`src/rtl/core/wac_pkg.sv`:
```
// Shared types and constants of the windowed average framer.
`default_nettype none

package wac_pkg;

	// Register indexes of the configuration port.
	localparam logic [1:0] REG_SAMPLING_WINDOW = 2'd0;
	localparam logic [1:0] REG_IDLE_WINDOW     = 2'd1;
	localparam logic [1:0] REG_SAMPLE_INTERVAL = 2'd2;
	localparam logic [1:0] REG_HEADER          = 2'd3;

	// Register values after reset.
	localparam logic [15:0] SAMPLING_WINDOW_RST = 16'd5000;
	localparam logic [15:0] IDLE_WINDOW_RST     = 16'd5000;
	localparam logic [15:0] SAMPLE_INTERVAL_RST = 16'd1;
	localparam logic [7:0]  HEADER_RST          = 8'hAA;

	localparam logic [15:0] COUNT_MAX = 16'hFFFF;

	// CRC-8 setup over the float bytes.
	localparam logic [7:0] CRC_INIT = 8'hFF;
	localparam logic [7:0] CRC_POLY = 8'h31;

	// Width of the average magnitude; it never exceeds 2^15.
	localparam int unsigned MAG_W = 17;

	// Exponent bias plus the top bit position of the magnitude (value is Q8.8).
	localparam logic [7:0] EXP_START = 8'd135;

	// Request from the sequencer to the packet formatter.
	typedef struct packed {
		logic             sign;
		logic [MAG_W-1:0] mag;
		logic [7:0]       header;
	} fmt_req_t;

endpackage

`default_nettype wire

```
`src/rtl/core/wac_div.sv`:
```
// Restoring divider, one quotient bit per cycle, for the window average.
`default_nettype none

module wac_div (
	input  logic                       clk,
	input  logic                       arst_n,
	input  logic                       start,
	input  logic [31:0]                dividend,
	input  logic [15:0]                divisor,
	output logic                       done,
	output logic [wac_pkg::MAG_W-1:0]  quotient
);

	logic        busy_q;
	logic        done_q;
	logic [4:0]  step_q;
	logic [31:0] dq_q;
	logic [15:0] rem_q;
	logic [15:0] div_q;

	logic [16:0] rem_sh;
	logic [16:0] rem_sub;
	logic        fits;

	// Shift in the next dividend bit and try one subtraction.
	// The partial remainder stays below the divisor, so 16 bits hold it.
	assign rem_sh  = {rem_q, dq_q[31]};
	assign fits    = rem_sh >= {1'b0, div_q};
	assign rem_sub = rem_sh - {1'b0, div_q};

	always_ff @(posedge clk or negedge arst_n) begin
		if (!arst_n) begin
			busy_q <= 1'b0;
			done_q <= 1'b0;
			step_q <= '0;
		end else begin
			done_q <= 1'b0;
			if (start) begin
				busy_q <= 1'b1;
				step_q <= '0;
			end else if (busy_q) begin
				step_q <= step_q + 5'd1;
				if (step_q == 5'd31) begin
					busy_q <= 1'b0;
					done_q <= 1'b1;
				end
			end
		end
	end

	always_ff @(posedge clk) begin
		if (start) begin
			dq_q  <= dividend;
			rem_q <= '0;
			div_q <= divisor;
		end else if (busy_q) begin
			rem_q <= fits ? rem_sub[15:0] : rem_sh[15:0];
			dq_q  <= {dq_q[30:0], fits};
		end
	end

	assign done     = done_q;
	assign quotient = dq_q[wac_pkg::MAG_W-1:0];

endmodule

`default_nettype wire

```
`src/rtl/core/wac_tx.sv`:
```
// Packet formatter: float normalization by shifting, CRC-8 and byte output register.
`default_nettype none

module wac_tx (
	input  logic              clk,
	input  logic              arst_n,
	input  logic              start,
	input  wac_pkg::fmt_req_t req,
	output logic              done,
	output logic              m_tvalid,
	input  logic              m_tready,
	output logic [7:0]        m_tdata,
	output logic              m_tlast
);

	typedef enum logic [2:0] {
		T_IDLE = 3'b001,
		T_NORM = 3'b010,
		T_EMIT = 3'b100
	} tx_state_t;

	localparam logic [2:0] BYTE_HDR = 3'd0;
	localparam logic [2:0] BYTE_F0  = 3'd1;
	localparam logic [2:0] BYTE_F1  = 3'd2;
	localparam logic [2:0] BYTE_F2  = 3'd3;
	localparam logic [2:0] BYTE_F3  = 3'd4;
	localparam logic [2:0] BYTE_CRC = 3'd5;

	function automatic logic [7:0] crc8_step(input logic [7:0] crc, input logic [7:0] b);
		logic [7:0] c;
		c = crc ^ b;
		for (int i = 0; i < 8; i++) begin
			c = c[7] ? ({c[6:0], 1'b0} ^ wac_pkg::CRC_POLY) : {c[6:0], 1'b0};
		end
		return c;
	endfunction

	tx_state_t                 state_q;
	logic                      sign_q;
	logic                      zero_q;
	logic [wac_pkg::MAG_W-1:0] man_q;
	logic [7:0]                exp_q;
	logic [7:0]                hdr_q;
	logic [2:0]                idx_q;
	logic [7:0]                crc_q;
	logic                      done_q;
	logic                      valid_q;
	logic [7:0]                data_q;
	logic                      last_q;

	logic [31:0] flt;
	logic        slot_free;
	logic [7:0]  next_byte;

	// The top magnitude bit is implicit, the rest fills the mantissa from the top.
	assign flt = zero_q ? 32'd0 :
		{sign_q, exp_q, man_q[wac_pkg::MAG_W-2:0], {(24 - wac_pkg::MAG_W){1'b0}}};

	assign slot_free = !valid_q || m_tready;

	always_comb begin
		unique case (idx_q)
			BYTE_HDR: next_byte = hdr_q;
			BYTE_F0:  next_byte = flt[7:0];
			BYTE_F1:  next_byte = flt[15:8];
			BYTE_F2:  next_byte = flt[23:16];
			BYTE_F3:  next_byte = flt[31:24];
			default:  next_byte = crc_q;
		endcase
	end

	always_ff @(posedge clk or negedge arst_n) begin
		if (!arst_n) begin
			state_q <= T_IDLE;
			idx_q   <= BYTE_HDR;
			done_q  <= 1'b0;
			valid_q <= 1'b0;
		end else begin
			done_q <= 1'b0;
			if (valid_q && m_tready) begin
				valid_q <= 1'b0;
			end
			unique case (state_q)
				T_IDLE: begin
					if (start) begin
						idx_q   <= BYTE_HDR;
						state_q <= (req.mag == '0) ? T_EMIT : T_NORM;
					end
				end
				T_NORM: begin
					if (man_q[wac_pkg::MAG_W-1]) begin
						state_q <= T_EMIT;
					end
				end
				T_EMIT: begin
					if (slot_free) begin
						valid_q <= 1'b1;
						idx_q   <= idx_q + 3'd1;
						if (idx_q == BYTE_CRC) begin
							state_q <= T_IDLE;
							done_q  <= 1'b1;
						end
					end
				end
				default: state_q <= T_IDLE;
			endcase
		end
	end

	always_ff @(posedge clk) begin
		if (state_q == T_IDLE && start) begin
			sign_q <= req.sign;
			zero_q <= (req.mag == '0);
			man_q  <= req.mag;
			exp_q  <= wac_pkg::EXP_START;
			hdr_q  <= req.header;
			crc_q  <= wac_pkg::CRC_INIT;
		end else if (state_q == T_NORM && !man_q[wac_pkg::MAG_W-1]) begin
			man_q <= {man_q[wac_pkg::MAG_W-2:0], 1'b0};
			exp_q <= exp_q - 8'd1;
		end else if (state_q == T_EMIT && slot_free) begin
			data_q <= next_byte;
			last_q <= (idx_q == BYTE_CRC);
			if (idx_q != BYTE_HDR && idx_q != BYTE_CRC) begin
				crc_q <= crc8_step(crc_q, next_byte);
			end
		end
	end

	assign done     = done_q;
	assign m_tvalid = valid_q;
	assign m_tdata  = data_q;
	assign m_tlast  = last_q;

endmodule

`default_nettype wire

```
`src/rtl/core/windowed_average_crc8_framer.sv`:
```
// Top level of the windowed average framer with CRC-8 packets.
//
// Each slave-side transaction is one millisecond tick: s_tdata[15:0] carries a
// signed Q8.8 temperature and s_tuser says whether the reading is a number.
// The block cycles through sampling, sending and idle modes on these ticks.
// A tick that produces no packet does not drop s_tready, so the slave side
// stays ready for the next tick.
// The sending tick with samples starts a 32-step serial divide of the sum by
// the count, then a shift normalizer turns the average into an IEEE single
// (skipped for a zero average), and six bytes leave through the master side:
// header, float bytes low first, and the CRC-8 with m_tlast set.
// The slave side is held off from that tick until the last byte is loaded into
// the output register.
// A stall on m_tready holds the current byte and delays the rest; the tick
// after the packet can be accepted while the last byte still waits.
// Registers are written through cfg_we, cfg_index and cfg_data at any edge.
// Reset clears the tick counter, sums and mode to sampling and loads the
// default window, interval and header values.
`default_nettype none

module windowed_average_crc8_framer (
	input  logic        clk,
	input  logic        arst_n,
	input  logic        s_tvalid,
	output logic        s_tready,
	input  logic [15:0] s_tdata,   // [15:0] sample_value
	input  logic        s_tuser,   // [0] sample_valid
	output logic        m_tvalid,
	input  logic        m_tready,
	output logic [7:0]  m_tdata,   // [7:0] packet_byte
	output logic        m_tlast,
	input  logic        cfg_we,
	input  logic [1:0]  cfg_index,
	input  logic [15:0] cfg_data
);

	// Operating mode of the tick cycle.
	typedef enum logic [2:0] {
		M_SAMPLING = 3'b001,
		M_SENDING  = 3'b010,
		M_IDLE     = 3'b100
	} mode_t;

	// Sequencer around the divider and the formatter.
	typedef enum logic [2:0] {
		S_RUN = 3'b001,
		S_DIV = 3'b010,
		S_TX  = 3'b100
	} seq_t;

	logic [15:0] sampling_window_q;
	logic [15:0] idle_window_q;
	logic [15:0] sample_interval_q;
	logic [7:0]  header_q;

	mode_t       mode_q;
	seq_t        seq_q;
	logic [31:0] now_q;
	logic [31:0] start_tick_q;
	logic [31:0] last_sample_q;
	logic [31:0] sum_q;
	logic [15:0] count_q;
	logic        sign_q;

	logic        accept;
	logic [31:0] since_sample;
	logic [31:0] since_start;
	logic        div_start;
	logic [31:0] div_dividend;
	logic        div_done;
	logic [wac_pkg::MAG_W-1:0] quotient;
	logic        tx_start;
	logic        tx_done;
	wac_pkg::fmt_req_t tx_req;

	assign s_tready = (seq_q == S_RUN);
	assign accept   = s_tvalid && s_tready;

	// Elapsed times are plain 32-bit differences, so the tick counter may wrap.
	assign since_sample = now_q - last_sample_q;
	assign since_start  = now_q - start_tick_q;

	// The sending tick divides the magnitude of the sum; the sign is kept apart.
	assign div_start    = accept && mode_q == M_SENDING && count_q != '0;
	assign div_dividend = sum_q[31] ? (32'd0 - sum_q) : sum_q;

	assign tx_start    = (seq_q == S_DIV) && div_done;
	assign tx_req.sign = sign_q;
	assign tx_req.mag  = quotient;
	assign tx_req.header = header_q;

	always_ff @(posedge clk or negedge arst_n) begin
		if (!arst_n) begin
			sampling_window_q <= wac_pkg::SAMPLING_WINDOW_RST;
			idle_window_q     <= wac_pkg::IDLE_WINDOW_RST;
			sample_interval_q <= wac_pkg::SAMPLE_INTERVAL_RST;
			header_q          <= wac_pkg::HEADER_RST;
		end else if (cfg_we) begin
			unique case (cfg_index)
				wac_pkg::REG_SAMPLING_WINDOW: sampling_window_q <= cfg_data;
				wac_pkg::REG_IDLE_WINDOW:     idle_window_q     <= cfg_data;
				wac_pkg::REG_SAMPLE_INTERVAL: sample_interval_q <= cfg_data;
				default:                      header_q          <= cfg_data[7:0];
			endcase
		end
	end

	// Sequencer: a packet tick holds the slave side until the formatter is done.
	always_ff @(posedge clk or negedge arst_n) begin
		if (!arst_n) begin
			seq_q <= S_RUN;
		end else begin
			unique case (seq_q)
				S_RUN:   if (div_start) seq_q <= S_DIV;
				S_DIV:   if (div_done) seq_q <= S_TX;
				S_TX:    if (tx_done) seq_q <= S_RUN;
				default: seq_q <= S_RUN;
			endcase
		end
	end

	// Tick processing of the three modes.
	always_ff @(posedge clk or negedge arst_n) begin
		if (!arst_n) begin
			mode_q        <= M_SAMPLING;
			now_q         <= '0;
			start_tick_q  <= '0;
			last_sample_q <= '0;
			sum_q         <= '0;
			count_q       <= '0;
			sign_q        <= 1'b0;
		end else if (accept) begin
			now_q <= now_q + 32'd1;
			unique case (mode_q)
				M_SAMPLING: begin
					if (since_sample >= {16'd0, sample_interval_q}) begin
						// A full count stops taking samples, so the sum cannot overflow.
						if (s_tuser && count_q != wac_pkg::COUNT_MAX) begin
							sum_q   <= sum_q + {{16{s_tdata[15]}}, s_tdata};
							count_q <= count_q + 16'd1;
						end
						last_sample_q <= now_q;
					end
					if (since_start >= {16'd0, sampling_window_q}) begin
						mode_q       <= M_SENDING;
						start_tick_q <= now_q;
					end
				end
				M_SENDING: begin
					sign_q       <= sum_q[31];
					sum_q        <= '0;
					count_q      <= '0;
					mode_q       <= M_IDLE;
					start_tick_q <= now_q;
				end
				M_IDLE: begin
					if (since_start >= {16'd0, idle_window_q}) begin
						mode_q       <= M_SAMPLING;
						start_tick_q <= now_q;
					end
				end
				default: begin
					mode_q       <= M_SAMPLING;
					start_tick_q <= now_q;
				end
			endcase
		end
	end

	wac_div u_div (
		.clk      (clk),
		.arst_n   (arst_n),
		.start    (div_start),
		.dividend (div_dividend),
		.divisor  (count_q),
		.done     (div_done),
		.quotient (quotient)
	);

	wac_tx u_tx (
		.clk      (clk),
		.arst_n   (arst_n),
		.start    (tx_start),
		.req      (tx_req),
		.done     (tx_done),
		.m_tvalid (m_tvalid),
		.m_tready (m_tready),
		.m_tdata  (m_tdata),
		.m_tlast  (m_tlast)
	);

endmodule

`default_nettype wire

```
`config.mk`:
```
export PLATFORM = sky130hd
export DESIGN_NAME = windowed_average_crc8_framer
export DESIGN_NICKNAME = d
export VERILOG_FILES = /design/src/rtl/core/wac_pkg.sv /design/src/rtl/core/wac_div.sv /design/src/rtl/core/wac_tx.sv /design/src/rtl/core/windowed_average_crc8_framer.sv
export SDC_FILE = /design/constraint.sdc
export NUM_CORES = 1
export LEC_CHECK = 0
export BUFFER_PORTS_ARGS = -buffer_cell sky130_fd_sc_hd__buf_2
export CAP_MARGIN = 5
export CELL_PAD_IN_SITES_DETAIL_PLACEMENT = 1
export CELL_PAD_IN_SITES_GLOBAL_PLACEMENT = 1
export CORE_MARGIN = 1
export CORE_UTILIZATION = 45
export CTS_BUF_LIST = sky130_fd_sc_hd__clkbuf_16
export DETAILED_ROUTE_END_ITERATION = 12
export GPL_ROUTABILITY_DRIVEN = 0
export PLACE_DENSITY = 0.8
export REMOVE_ABC_BUFFERS = 1
export SLEW_MARGIN = 15
export SYNTH_ARGS = -nofsm -noshare
export SYNTH_HDL_FRONTEND = slang
export SYNTH_SLANG_ARGS = --single-unit
```
`constraint.sdc`:
```
create_clock -name clk -period 4.7 [get_ports clk]
set_input_delay 0.235 -clock clk [delete_from_list [all_inputs] [get_ports clk]]
set_output_delay 0.235 -clock clk [all_outputs]
set_load 0.01 [all_outputs]
```
==> out/qor.txt <==
status -> finished, violations left
violations in the final reports -> setup timing
largest net degree at the start of global routing -> 121
Root Driver -> clkbuf_16
Final min period -> 6.03 ns
level count of the clock H-tree -> 2
worst reg2reg path endpoint -> sum_q[25]
register area share after synthesis -> 40.2%
Worst Setup EP -> sum_q[25]
Critical path buffers and inverters -> 4
r2r setup slk -> -1.33 ns
Post-synth ARST share -> 65.7%
die height -> 222 um
Total GRT Usage -> 32.2%
CTS buffer count -> 41
commonest non-fill, non-tap cell in the layout -> nand2_1
CTS tree -> built
most frequent cells in the layout -> 232 x nand2_1, 200 x dfrtp_1, 179 x inv_1
final worst-path cycle share -> 128%
Synth Area per Inst -> 9.25 um^2
PortBufs -> 50
Synth cell types -> 92
RR Startpoint -> last_sample_q[7]
Post-DP HPWL -> 46.2 mm
worst setup path startpoint -> last_sample_q[7]
TritonRoute pass-1 iters -> 6
vias per inst -> 6.73
DR WL/cell -> 30.0 um
relative slew slack -> 16.5%
initial antenna violation count -> 9
max-cap viol count -> 0
number of synthesized flops with an enable pin -> 84
Peak supply drop -> 0.000440 V
critical path required time -> 5.15 ns
Routed Antenna Nets -> 0
FMAX -> 166 MHz
Worst Tran Pin Value -> 1.25 ns
total power -> 0.0218 W
critical path depth in cells -> 23
row count -> 80
Initial Utilization -> 45.6%
total grt overflow -> 0
max-slew violation count -> 0
crit path cell chain -> inv_2 -> ha_4 -> buf_4 -> a21oi_4 -> o21ai_4 -> nor3_1 -> nand3_1 -> a31o_2 -> xor2_1 -> ha_1 -> a21oi_2 -> o221ai_1 -> or4_4 -> nor4_2 -> nand4_1 -> nor4b_2 -> and4_1 -> o2111ai_4 -> a21oi_4 -> buf_8 -> buf_16 -> nand2_4 -> o31ai_4
Pwr per Cell Area -> 795 nW/um^2
vias in the first global route -> 22079
critical path fanouts, max -> 7
Skew-Pair Late Insertion Delay -> 0.60 ns
Final Setup Violations -> 115
warnings from Yosys -> 0
worst-case reg-to-reg path depth -> 23
slowest stage delay, CP -> 0.59 ns
Die Width -> 222 um
Most common cell on crit path -> a21oi_4
first-pass GRT wire length -> 126 mm
predominant post-synthesis flop cell -> dfrtp_1
clk sink count -> 338
Worst EP arrival -> 6.48 ns
cell area after synthesis -> 21700 um^2
RSZ-0062 raised after global routing -> true
Hold Worst Slack -> 0.124 ns
Fin. Hold Viols -> 0
routed via count -> 21809
core area -> 47600 um^2
worst setup margin -> -1.33 ns
Yosys reg bits -> 338
HP Class -> in -> reg
I/O pin count -> 51
DRC -> 0
family with the most delay on the worst path -> compound AO/OA/AOI/OAI gates
Clock Skews -> 0.0229 ns
Die Footprint -> 49100 um^2
Gate Count Post-Synth -> 2347
Area Growth Syn to Fin -> 26.5%
drt initial violations -> 2272
hold path cells -> 3
share of layout cells above drive strength 1 -> 25.0%
CP Launch Type -> flip-flop
NumNets Final -> 2800
drt total wl -> 97.3 mm
CP endpoint kind -> flip-flop
Crit-path slowest cell -> dfrtp_1
clock slew seen by the registers of the worst setup and hold paths -> 0.07 ns
Pleak -> 12.9 nW
kind of critical path -> reg -> reg
Bufs on Longest Clock Path -> 3
-- repair_timing --
action                                 CTS  global route
setup endpoints to repair              115           115
buffers inserted                        41            19
resized for setup                      206           204
pin swaps                               57            62
cloned                                  10             8
endpoints found under the hold margin  153             0
hold buffers                            17             0
-- synth_stat cells, drive strengths merged (8+ instances only) --
cell type  instances  area [um^2]
and2              11         71.3
nor4              13         81.3
nand3b             8         60.1
o21a              21          158
xnor2             89          780
dfstp             18          473
o21bai            13         97.6
o31ai             41          308
nor3              52          265
mux2              74          833
a21oi            141          728
or4               13          101
buf               28          221
a31oi              9         56.3
o211ai            15          113
xor2              66          578
nand3             47          235
edfxtp            84         2520
clkbuf            62          233
a211oi            35          263
nand2            292         1100
o21ai            167          855
nand2b            25          156
mux2i             22          220
nand4             38          238
inv              169          634
dfxtp             32          641
and3              27          169
nor2b             14         87.6
dfrtp            204         5100
a21o              46          345
nor2             154          578
ha               169         2110
or3               27          169
-- metal layers --
metal	global-route usage [%]	wire, um	up-vias
li1	-	-	8895
met4	17.7	8240	10
met3	4.90	8240	629
met2	57.1	46600	1382
met5	0	62	-
met1	37.2	34200	10893
-- power by group --
part / switching [W] / leakage (nW) / internal (W) / total (W)
registers: 0.000879 / 3.91 / 0.00382 / 0.00470
logic: 0.00791 / 8.34 / 0.00612 / 0.0140
clock network: 0.00149 / 0.655 / 0.00161 / 0.00310
total: 0.0103 / 12.9 / 0.0115 / 0.0218
-- tightest hold or removal path, stage by stage --
cell and delay, ns:
buf_2 0.08, nand2b_1 0.19, nand2_1 0.14
-- sequential cells by signal (all words and copies together), names as in the netlist, 5 cells and up --
signal / count
header_q: 8
sum_q: 32
u_div.div_q: 16
count_q: 16
u_tx.hdr_q: 8
u_div.step_q: 5
u_div.rem_q: 16
u_tx.crc_q: 8
u_tx.exp_q: 8
idle_window_q: 16
now_q: 32
last_sample_q: 32
start_tick_q: 32
u_tx.man_q: 17
sampling_window_q: 16
sample_interval_q: 16
u_tx.m_tdata: 8
u_div.dq_q: 32
-- cell type report --
class | instances | area [um^2]
diodes | 5 | 12.5
clock buffers | 41 | 1030
clock inverters | 35 | 199
fillers | 5216 | 20200
inverters | 169 | 634
multi-input cells | 1750 | 13500
flip-flops and latches | 338 | 8750
well taps | 615 | 769
repair buffers | 287 | 2540
-- worst min path at each step --
stage                  start            end  slack, ns
detailed placement    arst_n    header_q[4]       0.42
global placement      arst_n    header_q[4]       0.40
CTS                 m_tready  u_tx.m_tvalid       0.07
finish              m_tready  u_tx.m_tvalid       0.12
floorplan             arst_n     count_q[0]      -0.06
global route        m_tready  u_tx.m_tvalid       0.11
-- stage by stage --
step | std cells | instance area (um^2) | utilization [%] | setup TNS (ns) | setup slack, ns
floorplan | 2256 | 21300 | - | -123.25 | -1.61
global placement | 3071 | 23500 | 49.3 | -48.47 | -0.517
detailed placement | 3071 | 23500 | 49.3 | -57.64 | -0.611
CTS | 3215 | 26300 | 55.2 | -21.07 | -0.258
global route | 3235 | 27500 | 57.6 | -115.69 | -1.31
finish | 3240 | 27500 | 57.6 | -116.00 | -1.33
-- logic make-up (layout without fill, tap and decap cells) --
| family | Yosys count | count (layout) | share of synthesized area, % |
|---|---|---|---|
| simple gates | 749 | 750 | 16.3 |
| compound gates | 576 | 576 | 17.2 |
| flops | 338 | 338 | 40.2 |
| buf+inv | 260 | 532 | 5.05 |
| fa+ha+maj | 173 | 173 | 10.1 |
| xor+xnor | 155 | 155 | 6.25 |
| mux | 96 | 96 | 4.85 |
| other cells | 0 | 5 | 0 |
Note: power is estimated with default switching activity, not from simulation.
